**src/fbq_pkg.sv**
```systemverilog
// ----------------------------------------------------------------------------
// fbq_pkg
// Shared types and constants for the FIFO block queue with search.
// ----------------------------------------------------------------------------
package fbq_pkg;

  localparam int DEPTH      = 64;
  localparam int TAG_BITS   = 24;
  localparam int INDEX_BITS = 10;
  localparam int PTR_W      = $clog2(DEPTH);
  localparam int CNT_W      = $clog2(DEPTH + 1);
  localparam int ENTRY_W    = TAG_BITS + INDEX_BITS;

  localparam logic [2:0] MODE_ENQ      = 3'd0;
  localparam logic [2:0] MODE_POLL     = 3'd1;
  localparam logic [2:0] MODE_CONTAINS = 3'd2;
  localparam logic [2:0] MODE_FIND     = 3'd3;
  localparam logic [2:0] MODE_REMOVE   = 3'd4;

  localparam logic [1:0] ST_OK        = 2'd0;
  localparam logic [1:0] ST_EMPTY     = 2'd1;
  localparam logic [1:0] ST_FULL      = 2'd2;
  localparam logic [1:0] ST_NOT_FOUND = 2'd3;

  typedef struct packed {
    logic [2:0]            mode;
    logic [TAG_BITS-1:0]   tag;
    logic [INDEX_BITS-1:0] index;
  } fbq_in_t;

  typedef struct packed {
    logic [1:0]            status;
    logic                  found;
    logic [TAG_BITS-1:0]   result_tag;
    logic [INDEX_BITS-1:0] result_index;
    logic [TAG_BITS-1:0]   head_tag;
    logic [INDEX_BITS-1:0] head_index;
    logic [CNT_W-1:0]      entry_count;
    logic                  is_empty;
  } fbq_out_t;

endpackage

```
**src/fbq_ram.sv**
```systemverilog
// ----------------------------------------------------------------------------
// fbq_ram
// Generic simple dual-port RAM: one write port, one read port, registered read.
// ----------------------------------------------------------------------------
module fbq_ram #(
  parameter int Width = 8,
  parameter int Depth = 16
) (
  input  logic                     clk_i,
  input  logic                     we_i,
  input  logic [$clog2(Depth)-1:0] waddr_i,
  input  logic [Width-1:0]         wdata_i,
  input  logic [$clog2(Depth)-1:0] raddr_i,
  output logic [Width-1:0]         rdata_o
);

  logic [Width-1:0] mem [Depth];

  always_ff @(posedge clk_i) begin
    if (we_i) begin
      mem[waddr_i] <= wdata_i;
    end
    rdata_o <= mem[raddr_i];
  end

endmodule

```
**src/fifo_block_queue_with_search_unit.sv**
```systemverilog
// ----------------------------------------------------------------------------
// fifo_block_queue_with_search_unit
// Ordered queue of cache block ids (tag, set index) with associative search.
// ----------------------------------------------------------------------------
// One item is taken when start is high and busy is low; its result shows on
// result_o for one cycle with done_o high, and must be taken then. Entries
// live in one RAM with a single read and a single write port, and every
// operation ends with a read of the head slot. Enqueue writes the item at the
// tail; poll advances the head and captures the entry it left; contains and
// find read the entries in order from the head until a match or the last
// entry; remove then shifts the later entries forward one slot. Enqueue, the
// unused modes and any operation on an empty queue go straight to the head
// read. busy is low again in the cycle that carries the result, so a new item
// can be taken in that cycle.
module fifo_block_queue_with_search_unit (
  input  logic             clk_i,
  input  logic             rst_ni,
  input  logic             start,
  output logic             busy,
  input  fbq_pkg::fbq_in_t item_i,
  output logic             done_o,
  output fbq_pkg::fbq_out_t result_o
);
  import fbq_pkg::*;

  typedef enum logic [2:0] {
    S_IDLE,
    S_POLL_CAP,
    S_SEARCH,
    S_SHIFT,
    S_HEAD_RD,
    S_HEAD_CAP
  } state_e;

  state_e                state_q;
  fbq_in_t               cmd_q;
  fbq_out_t              res_q;
  logic                  done_q;
  logic [PTR_W-1:0]      head_q;
  logic [CNT_W-1:0]      occ_q;
  logic [CNT_W-1:0]      rd_off_q;
  logic [CNT_W-1:0]      cmp_off_q;
  logic                  cmp_v_q;

  logic                  accept;
  logic                  ram_we;
  logic [PTR_W-1:0]      ram_waddr;
  logic [ENTRY_W-1:0]    ram_wdata;
  logic [PTR_W-1:0]      ram_raddr;
  logic [ENTRY_W-1:0]    ram_rdata;
  logic [TAG_BITS-1:0]   ent_tag;
  logic [INDEX_BITS-1:0] ent_idx;
  logic                  match;
  logic                  q_full;
  logic                  q_empty;

  assign accept  = start && (state_q == S_IDLE);
  assign busy    = (state_q != S_IDLE);
  assign done_o  = done_q;
  assign result_o = res_q;

  assign q_full  = (occ_q == CNT_W'(DEPTH));
  assign q_empty = (occ_q == '0);
  assign ent_tag = ram_rdata[ENTRY_W-1:INDEX_BITS];
  assign ent_idx = ram_rdata[INDEX_BITS-1:0];
  assign match   = (ent_idx == cmd_q.index) &&
                   ((cmd_q.mode == MODE_FIND) || (ent_tag == cmd_q.tag));

  always_comb begin
    ram_we    = 1'b0;
    ram_waddr = head_q + occ_q[PTR_W-1:0];
    ram_wdata = {item_i.tag, item_i.index};
    ram_raddr = head_q;
    unique case (state_q)
      S_IDLE: begin
        ram_we = accept && (item_i.mode == MODE_ENQ) && !q_full;
      end
      S_SEARCH: begin
        ram_raddr = head_q + rd_off_q[PTR_W-1:0];
      end
      S_SHIFT: begin
        ram_raddr = head_q + rd_off_q[PTR_W-1:0];
        ram_we    = cmp_v_q;
        ram_waddr = head_q + cmp_off_q[PTR_W-1:0] - PTR_W'(1);
        ram_wdata = ram_rdata;
      end
      default: begin
        ram_raddr = head_q;
      end
    endcase
  end

  fbq_ram #(
    .Width (ENTRY_W),
    .Depth (DEPTH)
  ) u_ram (
    .clk_i   (clk_i),
    .we_i    (ram_we),
    .waddr_i (ram_waddr),
    .wdata_i (ram_wdata),
    .raddr_i (ram_raddr),
    .rdata_o (ram_rdata)
  );

  always_ff @(posedge clk_i or negedge rst_ni) begin
    if (!rst_ni) begin
      state_q   <= S_IDLE;
      done_q    <= 1'b0;
      head_q    <= '0;
      occ_q     <= '0;
      rd_off_q  <= '0;
      cmp_off_q <= '0;
      cmp_v_q   <= 1'b0;
      cmd_q     <= '0;
      res_q     <= '0;
    end else begin
      done_q <= 1'b0;
      unique case (state_q)
        S_IDLE: begin
          if (accept) begin
            cmd_q    <= item_i;
            res_q    <= '0;
            rd_off_q <= '0;
            cmp_v_q  <= 1'b0;
            if ((item_i.mode == MODE_POLL || item_i.mode == MODE_CONTAINS ||
                 item_i.mode == MODE_FIND || item_i.mode == MODE_REMOVE) && q_empty) begin
              res_q.status <= ST_EMPTY;
              state_q      <= S_HEAD_RD;
            end else begin
              unique case (item_i.mode)
                MODE_ENQ: begin
                  if (q_full) begin
                    res_q.status <= ST_FULL;
                  end else begin
                    occ_q <= occ_q + CNT_W'(1);
                  end
                  state_q <= S_HEAD_RD;
                end
                MODE_POLL: begin
                  head_q  <= head_q + PTR_W'(1);
                  occ_q   <= occ_q - CNT_W'(1);
                  state_q <= S_POLL_CAP;
                end
                MODE_CONTAINS, MODE_FIND, MODE_REMOVE: begin
                  state_q <= S_SEARCH;
                end
                default: begin
                  state_q <= S_HEAD_RD;
                end
              endcase
            end
          end
        end
        S_POLL_CAP: begin
          res_q.result_tag   <= ent_tag;
          res_q.result_index <= ent_idx;
          state_q            <= S_HEAD_RD;
        end
        S_SEARCH: begin
          if (rd_off_q < occ_q) begin
            rd_off_q  <= rd_off_q + CNT_W'(1);
            cmp_off_q <= rd_off_q;
            cmp_v_q   <= 1'b1;
          end else begin
            cmp_v_q <= 1'b0;
          end
          if (cmp_v_q) begin
            if (match) begin
              res_q.found <= 1'b1;
              if (cmd_q.mode == MODE_FIND) begin
                res_q.result_tag <= ent_tag;
              end
              if (cmd_q.mode == MODE_REMOVE) begin
                rd_off_q <= cmp_off_q + CNT_W'(1);
                cmp_v_q  <= 1'b0;
                state_q  <= S_SHIFT;
              end else begin
                state_q <= S_HEAD_RD;
              end
            end else if (cmp_off_q == occ_q - CNT_W'(1)) begin
              res_q.status <= ST_NOT_FOUND;
              state_q      <= S_HEAD_RD;
            end
          end
        end
        S_SHIFT: begin
          if (rd_off_q < occ_q) begin
            rd_off_q  <= rd_off_q + CNT_W'(1);
            cmp_off_q <= rd_off_q;
            cmp_v_q   <= 1'b1;
          end else begin
            cmp_v_q <= 1'b0;
            if (!cmp_v_q) begin
              occ_q   <= occ_q - CNT_W'(1);
              state_q <= S_HEAD_RD;
            end
          end
        end
        S_HEAD_RD: begin
          state_q <= S_HEAD_CAP;
        end
        S_HEAD_CAP: begin
          res_q.head_tag    <= q_empty ? '0 : ent_tag;
          res_q.head_index  <= q_empty ? '0 : ent_idx;
          res_q.entry_count <= occ_q;
          res_q.is_empty    <= q_empty;
          done_q            <= 1'b1;
          state_q           <= S_IDLE;
        end
        default: begin
          state_q <= S_IDLE;
        end
      endcase
    end
  end

`ifndef ASSERT_OFF
  a_occ_bound: assert property (@(posedge clk_i) disable iff (!rst_ni)
    occ_q <= CNT_W'(DEPTH))
    else $error("occupancy above depth");

  a_done_idle: assert property (@(posedge clk_i) disable iff (!rst_ni)
    done_q |-> (state_q == S_IDLE))
    else $error("result strobe outside idle");

  a_accept_busy: assert property (@(posedge clk_i) disable iff (!rst_ni)
    accept |=> busy)
    else $error("accepted item did not make the block busy");

  a_write_src: assert property (@(posedge clk_i) disable iff (!rst_ni)
    ram_we |-> (accept || state_q == S_SHIFT))
    else $error("ram write outside enqueue or shift");

  a_empty_flag: assert property (@(posedge clk_i) disable iff (!rst_ni)
    done_q |-> (res_q.is_empty == (res_q.entry_count == '0)))
    else $error("empty flag disagrees with count");
`endif

endmodule
```
**config.mk**
```make
export PLATFORM = sky130hd
export DESIGN_NAME = fifo_block_queue_with_search_unit
export DESIGN_NICKNAME = d
export VERILOG_FILES = /design/src/fbq_pkg.sv /design/src/fbq_ram.sv /design/src/fifo_block_queue_with_search_unit.sv
export SDC_FILE = /design/constraint.sdc
export NUM_CORES = 2
export LEC_CHECK = 0
export ABC_AREA = 1
export BUFFER_PORTS_ARGS = -buffer_cell sky130_fd_sc_hd__buf_4
export CAP_MARGIN = 20
export CORE_MARGIN = 1.5
export CORE_UTILIZATION = 50
export DETAILED_ROUTE_END_ITERATION = 10
export GPL_ROUTABILITY_DRIVEN = 1
export PLACE_DENSITY_LB_ADDON = 0.08
export SLEW_MARGIN = 40
export SYNTH_ARGS = -nofsm -noshare
export SYNTH_HDL_FRONTEND = slang
export SYNTH_HIERARCHICAL = 1
export SYNTH_SLANG_ARGS = --single-unit
```
**constraint.sdc**
```tcl
create_clock -name clk_i -period 7.35 [get_ports clk_i]
set_input_delay 1.47 -clock clk_i [delete_from_list [all_inputs] [get_ports clk_i]]
set_output_delay 1.47 -clock clk_i [all_outputs]
set_load 0.01 [all_outputs]
```
Word level (Yosys, flattened, before mapping)
Memories as Yosys holds them, arrays and structs flattened. A register that Yosys moved wholly into a read port is not among the register bits.
Index checks and enable logic that the tools add are counted.

word-level totals
  register bits = 148
  bits in writable memories = 2176
  bits of input ports = 40
  output and inout port bits = 81
  word-level logic and storage cells = 141
  memories = 1

cells by class
  add/subtract/negate cells = 9
  $lt $le $gt $ge = 1
  eq/ne operators = 27
  multiplexer cells = 51
  bitwise logic cells = 1
  reduce and logical (&&, ||, !) cells = 33

memory list
  memory     words  bits a word  rd ports  clocked after Yosys merged registers in  wr ports  RTL line       RTL
  u_ram.mem  64     34           1         1                                        1         fbq_ram.sv:17  logic [Width-1:0] mem [Depth];

operators by type and width
  operator                                       count
  one-hot mux 42 bit (2 select lines)            1
  2-to-1 mux 79 bit                              1
  one-hot mux 24 bit (3 select lines)            1
  2-to-1 mux 7 bit                               10
  2-to-1 mux 24 bit                              2
  2-to-1 mux 34 bit                              1
  one-hot mux 7 bit (2 select lines)             2
  2-to-1 mux 27 bit                              1
  2-to-1 mux 25 bit                              1
  == test 24 bit                                 1
  2-to-1 mux 3 bit                               8
  adder 7 x 1 -> 7 bit, second input constant    3
  one-hot mux 7 bit (3 select lines)             1
  one-hot mux 10 bit (2 select lines)            1
  adder 6 bit                                    3
  inequality test 2 bit, second input constant   9
  == test 3 x 2 -> 1 bit, second input constant  5
  one-hot mux 3 bit (5 select lines)             1
  AND reduction 5 bit                            3
  == test 3 bit, second input constant           4
  2-to-1 mux 6 bit                               2
  one-hot mux 3 bit (2 select lines)             2
  == test 10 bit                                 1
  2-to-1 mux 10 bit                              1
  other kinds (26)                               57

Depth between registers and ports, before layout
  word-level depth = 8
  mapped depth = 17
  gate-level depth less buffers = 16

Modules after synthesis
The synthesis kept the hierarchy.

modules (own cells, without submodules)
  module                             instances  cells each  area an instance (um^2)  seq. area each (um^2)
  fbq_ram                            1          7188        87941.8                  66023.3
  fifo_block_queue_with_search_unit  1          1177        8764.7                   3703.6

Least setup slack after synthesis
Ideal clock, no wire load.

  path type = input port to flip-flop
  start = in start
  end = mem u_ram/mem[48][0] in the netlist's numbering (enable)
  library setup time = 512 ps
  arrival = 5874 ps
  data required time = 6838 ps
  setup slack = 964 ps
  stages = 8
  buffers on the path = 2
  path through = inv_1 > nor2_4 > buf_2 > nand4_1 > o21ai_0 > clkbuf_1 > nand4_1 > nor4_1

on the way
  cells in the longest elaborated chain, start to end = 6

RTL lines
  what                                    RTL line                                 RTL
  start, declared                         fifo_block_queue_with_search_unit.sv:18  input logic start,
  logical AND 1 bit                       fifo_block_queue_with_search_unit.sv:57  assign accept = start && (state_q == S_IDLE);
  logical AND 1 bit (2 in a row)          fifo_block_queue_with_search_unit.sv:76  ram_we = accept && (item_i.mode == MODE_ENQ) && !q_full;
  one-hot mux 1 bit (2 select lines)      fifo_block_queue_with_search_unit.sv:74  unique case (state_q)
  named net ram_we                        fifo_block_queue_with_search_unit.sv:46  logic ram_we;
  2-to-1 mux 1 bit                        fbq_ram.sv:20                            if (we_i) begin
  2-to-1 mux 1 bit (implied by the code)  fbq_ram.sv:21                            mem[waddr_i] <= wdata_i;
  end, declared                           fbq_ram.sv:17

The timed path passes the listed nets, and every way through them passes these cells.

Worst setup path in the final report
  start = reg head_q[1]
  end = mem u_ram/mem[9][27] in the netlist's numbering (enable)

on the way
  cells in the longest elaborated chain, start to end = 3
  elaborated cells on any way between the ends = 4
  classes of those cells = add/sub (3); mux (1)

RTL lines
  what                       RTL line                                  RTL
  start, declared            fifo_block_queue_with_search_unit.sv:39   logic [PTR_W-1:0] head_q;
  start signal, assigned     fifo_block_queue_with_search_unit.sv:140  head_q <= head_q + PTR_W'(1);
  adder 6 bit                fifo_block_queue_with_search_unit.sv:84   ram_waddr = head_q + cmp_off_q[PTR_W-1:0] - PTR_W'(1);
  subtractor 6 x 1 -> 6 bit  fifo_block_queue_with_search_unit.sv:84
  2-to-1 mux 6 bit *         fifo_block_queue_with_search_unit.sv:74
  named net ram_waddr[5]     fifo_block_queue_with_search_unit.sv:47   logic [PTR_W-1:0] ram_waddr;

The timed path passes the listed nets; every way through them passes the cells marked *.

==> run metrics <==
FF+latch area=roughly 70000 um^2; final hold slack=around 500 ps; layout filler cell count=15821; Tcrit/Tclk final=67.4%; switching portion of total power=44.2%; DP HPWL=166000 um; static leakage=about 40 nW; max frequency=0.202 GHz; Max stage delay on crit path=820 ps; reg-to-reg setup timing slack=about 2400 ps; Comb power frac=between 40 and 50%; crit path launch type=flip-flop; Synth async-reset ratio=under 10%; antenna viol nets, final=0; CTS Buffer Depth=3; number of CTS-inserted buffers=241; I/O Pins=121; fin crit period=4950 ps; area of the multi-input gates=24700 um^2; Max Slew Vio Count=0; Worst-Margin Slew=974 ps; clk_lat worst skew=880 ps; Worst Path Buf+Inv=6; HP Class=reg -> reg; synthesized flop and latch total=2358; Max-slew headroom=about a third; Layout Cells excl Fill=roughly 11000; placer congestion estimate=~0.88; EDFF count, synth=between 2000 and 2500; most frequent CP cell=inv_1; die area=196000 um^2; PostCTS Resize Cnt=0; ratio of cells with drive above 1 in the final layout=between 9 and 10%; TritonRoute pass-1 iters=6; # rows=161; die height=443 um; Final Worst Setup Slack=~2400 ps; port buffer count=120; WL final=293000 um; via count=65255; Post-CTS Setup Inserts=0; DIE WIDTH=about 440 um; reported net switching power=0.0220 W; initial antenna violation count=17; crit path cell chain=inv_1, ha_1, inv_1, ha_1, inv_1, fa_1, nor2_1, o21a_1, nor2_1, o21ai_0, o21ai_1, buf_4, inv_1, nand3_1, nor2_4, buf_4; WP data required=7910 ps; Sink Count=2358; grt total ovfl=0; Max Used Layer=met5; Root Driver=clkbuf_16; cell-internal power=between 0.02 and 0.03 W; dpl ws=2260 ps; critical path type=reg -> reg; largest fanout on the critical path=18; vias in the first global route=60830; Final Skew=29.6 ps; post-synthesis cell count=8365; detailed router's first-iteration violation count=7957; DRC viols=0; Synth Warn #=6; total track usage=29.5%; outcome=finished clean; global-route wire length before repair=424000 um; Top Family by Delay on Critical Path=simple AND/OR/NAND/NOR gates; RSZ-0062 raised after global routing=no; number of vias per cell=~5.8; WL met3=between 20000 and 25000 um; Critical Path Slowest Stage Cell=nor2_4; H-Tree Depth=4; largest net degree at the start of global routing=between 200 and 250; CTS tree=built; core area=192000 um^2; final net count=8504; post-synthesis sequential area ratio=72.1%; top_reg_cell synth=edfxtp_1; CP arrival=between 5000 and 6000 ps; WL per Instance=26.2 um; Cell Area, Synth=96700 um^2; setup TNS=0 ps; P per Cell Area=about 450 nW/um^2; max cap viols=0; endpoint type of the worst setup path=flip-flop; DR WL met2=136000 um; VDD IR max=556 uV; final setup fails=0; most frequent cells in the layout=nand2_1 (2739), edfxtp_1 (2176), nand3_1 (2133), clkbuf_16 (246), buf_4 (241); Clock Pin Slew Worst Setup and Hold Paths=60 ps; commonest non-fill, non-tap cell in the layout=nand2_1; Final Hold Viols=0; hold buffers post-CTS=0; Met1 Wirelength=121000 um; Starting Density=~50%; Netlist cell types=49; syn_nets=8439; Clock Power Share=23.8%; Synth Area per Inst=11.6 um^2; overall power=0.0497 W; placed cells=10706; Seq pwr share=between 30% and 40%; Layout area overhead=13.2%
==> metal layers <==
layer / GRT usage [%] / vias up
met5: 0 / -
met4: 11.6 / 4
met3: 4.78 / 450
met2: 46.0 / 2771
met1: 41.6 / 32419
li1: - / 29611
==> state kept, by name, summed over array words and instances (netlist names), 3 cells and up <==
register,flops
rd_off_q,7
cmd_q,37
u_ram/mem,2176
occ_q,7
result_o,79
u_ram/rdata_o,34
state_q,3
head_q,6
cmp_off_q,7
==> logic make-up (layout without fill, tap and decap cells) <==
kind of cell	after synthesis	after routing	synth area share (%)
AOI/OAI and AO/OA	214	214	1.26
DFF	2358	2358	72.1
xor gates and xnor gates	32	32	0.290
other	0	6	0
adders and majority gates	34	34	0.463
buffers and inverters	681	953	3.37
and+or+nand+nor	5045	5045	22.5
muxes	1	1	0.0104
==> path summary, 6_finish.rpt <==
| check | depth (start not counted) | startpoint | to |
|---|---|---|---|
| setup / recovery | 16 | head_q[1] | u_ram/mem[9][27] |
| hold / removal | 2 | result_o[78] | result_o[78] |
| setup reg to reg | 16 | head_q[1] | u_ram/mem[9][27] |
| hold reg to reg | 2 | result_o[78] | result_o[78] |
| max in group asynchronous | 2 | rst_ni | cmd_q[23] |
| min in group asynchronous | 1 | rst_ni | head_q[4] |
==> final cells by class <==
| class | count | share of cell area [%] |
|---|---|---|
| flip-flops and latches | 2358 | 63.7 |
| multi-input cells | 5326 | 22.5 |
| clock buffers | 320 | 5.94 |
| repair buffers | 349 | 3.41 |
| well taps | 2526 | 2.89 |
| clock inverters | 130 | 0.979 |
| inverters | 154 | 0.564 |
| diodes | 6 | 0.0137 |
==> power by group through the flow <==
stage	logic [W]	clock network, W	registers, W
6_report	0.0217	0.0119	0.0162
4_1_cts	0.0214	0.0120	0.0162
2_1_floorplan	0.0130	0	0.0163
3_5_place_dp	0.0213	0	0.0165
3_3_place_gp	0.0211	0	0.0165
5_1_grt	0.0233	0.0125	0.0162
==> cells in the mapped netlist (5+ instances only) <==
library cell     n  area share, %
nand2_1       2740             11
edfxtp_1      2176             68
nand3_1       2135             11
buf_2          290            1.5
dfrtp_1        148            3.8
inv_1          129           0.50
o21ai_0        126           0.65
clkbuf_1       120           0.47
nor2_1         118           0.46
buf_4           51           0.40
buf_1           46           0.18
dfxtp_1         34           0.70
o31ai_1         32           0.25
ha_1            31           0.40
inv_2           21          0.082
a21oi_1         20           0.10
xor2_1          20           0.18
nand4_1         19           0.12
buf_6           18           0.21
o21ai_1         18          0.093
xnor2_1         12           0.11
nor4_1           8          0.052
nor3_1           6          0.031
o21ai_2          5          0.045
==> worst reg2reg max path, delay by kind of cell, from the launching register on <==
| kind | cells | cell delay [ps] |
|---|---|---|
| flip-flops | 1 | 430 |
| AND/OR/NAND/NOR | 4 | 1630 |
| adder cells (fa/ha/maj) | 3 | 880 |
| buffers and inverters | 6 | 1140 |
| AO/OA/AOI/OAI | 3 | 540 |
==> stage by stage <==
stage / area, um^2 / util [%]
finish: 110000 / 56.9
global route: 109000 / 56.9
CTS: 109000 / 56.8
detailed placement: 102000 / 52.9
global placement: 101000 / 52.3
floorplan: 96700 / -
Power figures use the tool's default switching activity.
